===== config.mk =====
export PLATFORM = sky130hd
export DESIGN_NAME = mcbd_avg_unit
export DESIGN_NICKNAME = d
export VERILOG_FILES = /design/src/rtl/core/mcbd_pkg.sv /design/src/rtl/core/mcbd_avg_unit.sv
export SDC_FILE = /design/constraint.sdc
export NUM_CORES = 1
export LEC_CHECK = 0
export BUFFER_PORTS_ARGS = -buffer_cell sky130_fd_sc_hd__buf_4
export CAP_MARGIN = 10
export CORE_ASPECT_RATIO = 1.75
export CORE_MARGIN = 1.5
export CORE_UTILIZATION = 42
export DETAILED_ROUTE_END_ITERATION = 10
export PLACE_DENSITY = 0.82
export SYNTH_ARGS = -nofsm -noshare
export SYNTH_HDL_FRONTEND = slang
export SYNTH_SLANG_ARGS = --single-unit

===== constraint.sdc =====
create_clock -name vclk -period 2.1
set_clock_uncertainty 0.1 [all_clocks]
set_input_delay 0.105 -clock vclk [all_inputs]
set_output_delay 0.105 -clock vclk [all_outputs]
set_load 0.03 [all_outputs]

===== src/rtl/core/mcbd_pkg.sv =====
// Shared constants for the mipmap chain box downsampler.
// No dependencies; used by mcbd_avg_unit and mipmap_chain_box_downsample.
`default_nettype none

package mcbd_pkg;

  // Field widths
  localparam int unsigned PIX_W    = 32;  // RGBA8 pixel
  localparam int unsigned CHAN_N   = 4;   // channels per pixel
  localparam int unsigned CHAN_W   = 8;   // bits per channel
  localparam int unsigned PSUM_W   = 9;   // one channel pair sum
  localparam int unsigned QSUM_W   = 10;  // one channel quad sum plus rounding
  localparam int unsigned HSUM_W   = CHAN_N * PSUM_W;  // packed pair sums
  localparam int unsigned USUM_W   = CHAN_N * QSUM_W;  // packed unit results
  localparam int unsigned LOG2_W   = 4;   // size registers and level number
  localparam int unsigned POS_W    = 10;  // column and row ports
  localparam int unsigned APB_AW   = 3;
  localparam int unsigned APB_DW   = 32;

  // Register map, selected by paddr[2]
  localparam logic REG_WIDTH_LOG2  = 1'b0;
  localparam logic REG_HEIGHT_LOG2 = 1'b1;

  // Reset values of the size registers
  localparam logic [LOG2_W-1:0] WIDTH_LOG2_RST  = 4'd8;
  localparam logic [LOG2_W-1:0] HEIGHT_LOG2_RST = 4'd8;

  // Rounding term of the 2x2 average: (sum + 2) >> 2
  localparam logic [QSUM_W-1:0] QUAD_ROUND = 10'd2;

endpackage : mcbd_pkg

`default_nettype wire


===== src/rtl/core/mcbd_avg_unit.sv =====
// Shared per-channel adder used by every level of the cascade.
// Depends on mcbd_pkg for lane widths and the rounding constant.
`default_nettype none

module mcbd_avg_unit (
  input  wire logic [mcbd_pkg::HSUM_W-1:0] a_i,      // four 9-bit lanes
  input  wire logic [mcbd_pkg::HSUM_W-1:0] b_i,      // four 9-bit lanes
  input  wire logic                        round_i,  // add the quad rounding term
  output logic      [mcbd_pkg::USUM_W-1:0] sum_o     // four 10-bit lanes
);

  logic [mcbd_pkg::QSUM_W-1:0] rnd;

  assign rnd = round_i ? mcbd_pkg::QUAD_ROUND : '0;

  // One adder per channel lane
  always_comb begin
    for (int i = 0; i < mcbd_pkg::CHAN_N; i++) begin
      sum_o[i*mcbd_pkg::QSUM_W +: mcbd_pkg::QSUM_W] =
        mcbd_pkg::QSUM_W'(a_i[i*mcbd_pkg::PSUM_W +: mcbd_pkg::PSUM_W]) +
        mcbd_pkg::QSUM_W'(b_i[i*mcbd_pkg::PSUM_W +: mcbd_pkg::PSUM_W]) + rnd;
    end
  end

endmodule : mcbd_avg_unit

`default_nettype wire


==> impl_metrics.yaml <==
logic_synthesis:
  syn_inst: 212
  synth_area_leaders: "ha_1, fa_1, xnor2_1"
  yosys.area.top_type: "ha_1"
  synth-adder-area-share_pct: 52.5
  seq_area_frac_synth_pct: 0
  ys_warn_count: 0
  yosys.area.top_type_share_pct: 43.8
  syn_nets: 357
  synth.cell_area_sq_um: 1830
  synth_xor_area_share_pct: 11.5
  synth_top_family_by_area: "adder cells"
  ys_types: 26
  syn_area_per_cell_sq_um: 8.63
  synth_simple_gate_area_share_pct: 11.0
  synth_compound_area_share_pct: 18.7
  synthMuxAreaShare_pct: 2.74
setup_path:
  cp-start-kind: "input port"
  path_cells: "buf_8 -> inv_8 -> fa_1 -> inv_1 -> ha_2 -> fa_2 -> a21o_1 -> a21oi_4 -> o31ai_2 -> xor2_2 -> buf_4"
  path_buf_inv: 4
  required_ps: 1890
  end_kind: "primary output"
  cp_top_family: "adder cells"
  crit_fanout: 3
  crit_slowest_cell: "fa_1"
  cpPeakStageDelay_ps: 520
  crit_arrival_ps: 2180
  path_class: "input port to primary output"
sta:
  relSlewSlack_pct: 72.2
  setup_slack_ps: -289
  min_period_ps: 2390
  fin_crit_sh_pct: 114
  finalSetupViolCount: 18
  setup_tns_ps: -2930
  worst_pin_slew_ps: 417
  whs_ps: 440
  rsz0062_at_grt: "yes"
  maxSlewViolCount: 0
  hold_viol: 0
  max_freq_mhz: 419
final_layout:
  n_clock_buffer: 0
  mostFrequentLayoutCell: "buf_4"
  fin_util_pct: 79.5
  area_delta_synth_final_pct: 80.4
  seq_cell_count: 0
  nNetsFinal: 493
  final_cell_mix: "buf_4, ha_1, buf_6"
  drive_gt1_share_pct: 52.3
  register_area_sq_um: 0
  num_antenna_cells: 0
grt:
  grt_usage_pct: 24.2
  grt_pass1_wl_microns: 9050
  grt_overflow_total: 0
  grt_pass1_vias: 2310
  antenna_found_initial: 0
  grt_max_degree: 6
die:
  die_w_microns: 52.9
  start_util_pct: 44.1
  core_area_sq_um: 4150
  rows: 31
  io_pins: 113
  dieArea_sq_um: 4780
  die_h_microns: 90.3
route:
  wl_per_cell_microns: 14.7
  viasPerCell: 5.46
  drc: 0
  vias: 2156
  ant_nets: 0
  totalWireLength_microns: 5820
  drt_first_pass_iters: 4
  drtIter0Drc: 26
power_and_ir_drop:
  p_leak_nw: 1.73
  pwr_density_cell_nw_per_um2: 532
  worst_ir_drop_vdd_uv: 442
  fin_total_pwr_mw: 1.75
worst_hold_path:
  hold_class: "input port to primary output"
run_status:
  violations: "setup timing"
  status: "complete, but fails checks"
placement:
  dp_hpwl_microns: 4870
  place.gp.congestion: 0.832
  pre_cts_ws_ps: -368
  io_buffers: 113
job:
  max-cap-violations: 0
clock_tree:
  holdBufCountCts: 0
[routing by layer]
metal / vias to the layer above / track usage [%] / wire length [microns]
met5: - / 0 / 0
met2: 91 / 53.9 / 3630
li1: 1048 / - / -
met1: 993 / 18.9 / 1620
met4: 0 / 7.05 / 280
met3: 24 / 1.82 / 293
[path summary, 6_finish.rpt]
kind,start,end,slack (ps),cells after the start
setup / recovery,a_i[19],sum_o[29],-290,11
hold / removal,b_i[9],sum_o[10],440,3
[tightest hold or removal path, stage by stage]
cell and delay [ps]:
buf_4 80, ha_1 100, buf_4 150
[per-stage QoR]
stage               instances  instance area, sq um
floorplan                 212                  1990
global placement          390                  3020
detailed placement        390                  3020
CTS                       392                  3220
global route              395                  3300
finish                    395                  3300
[synth_stat cells]
master / count
o21bai_1: 4
mux2i_1: 5
inv_1: 17
o21ai_1: 1
nand2_1: 15
o31ai_1: 3
nand3_1: 5
fa_1: 8
a21o_1: 7
xnor2_1: 14
nand4b_1: 1
a221oi_1: 2
nor3_1: 6
o21ai_0: 7
or2b_1: 1
a2111o_1: 1
xor2_1: 10
a31oi_1: 1
o21a_1: 3
ha_1: 64
and4b_1: 3
a21oi_1: 22
nor2_1: 4
nor2b_1: 3
a211oi_1: 4
nor3_2: 1
[cell type report]
type | count | area, sq um
well taps | 49 | 61.3
multi-input cells | 195 | 2050
repair buffers | 134 | 1110
inverters | 17 | 73.8
fillers | 290 | 850
[where the power goes]
part           switching [mW]  leakage (nW)  internal [mW]
registers                   0             0              0
clock network               0             0              0
logic                   0.968          1.73          0.787
total                   0.968          1.73          0.787
[repair_timing]
action	CTS	global route
resized for setup	42	11
buffers inserted	2	4
pin swaps	27	25
endpoints found under the setup margin	20	20
[cells by family (layout without fill, tap and decap cells)]
| family | count (synthesis) | after routing |
|---|---|---|
| and+or+nand+nor | 39 | 39 |
| adders and majority gates | 72 | 72 |
| xor gates and xnor gates | 24 | 24 |
| buffers and inverters | 17 | 151 |
| muxes | 5 | 5 |
| AOI/OAI and AO/OA | 55 | 55 |
Power figures use the tool's default switching activity.
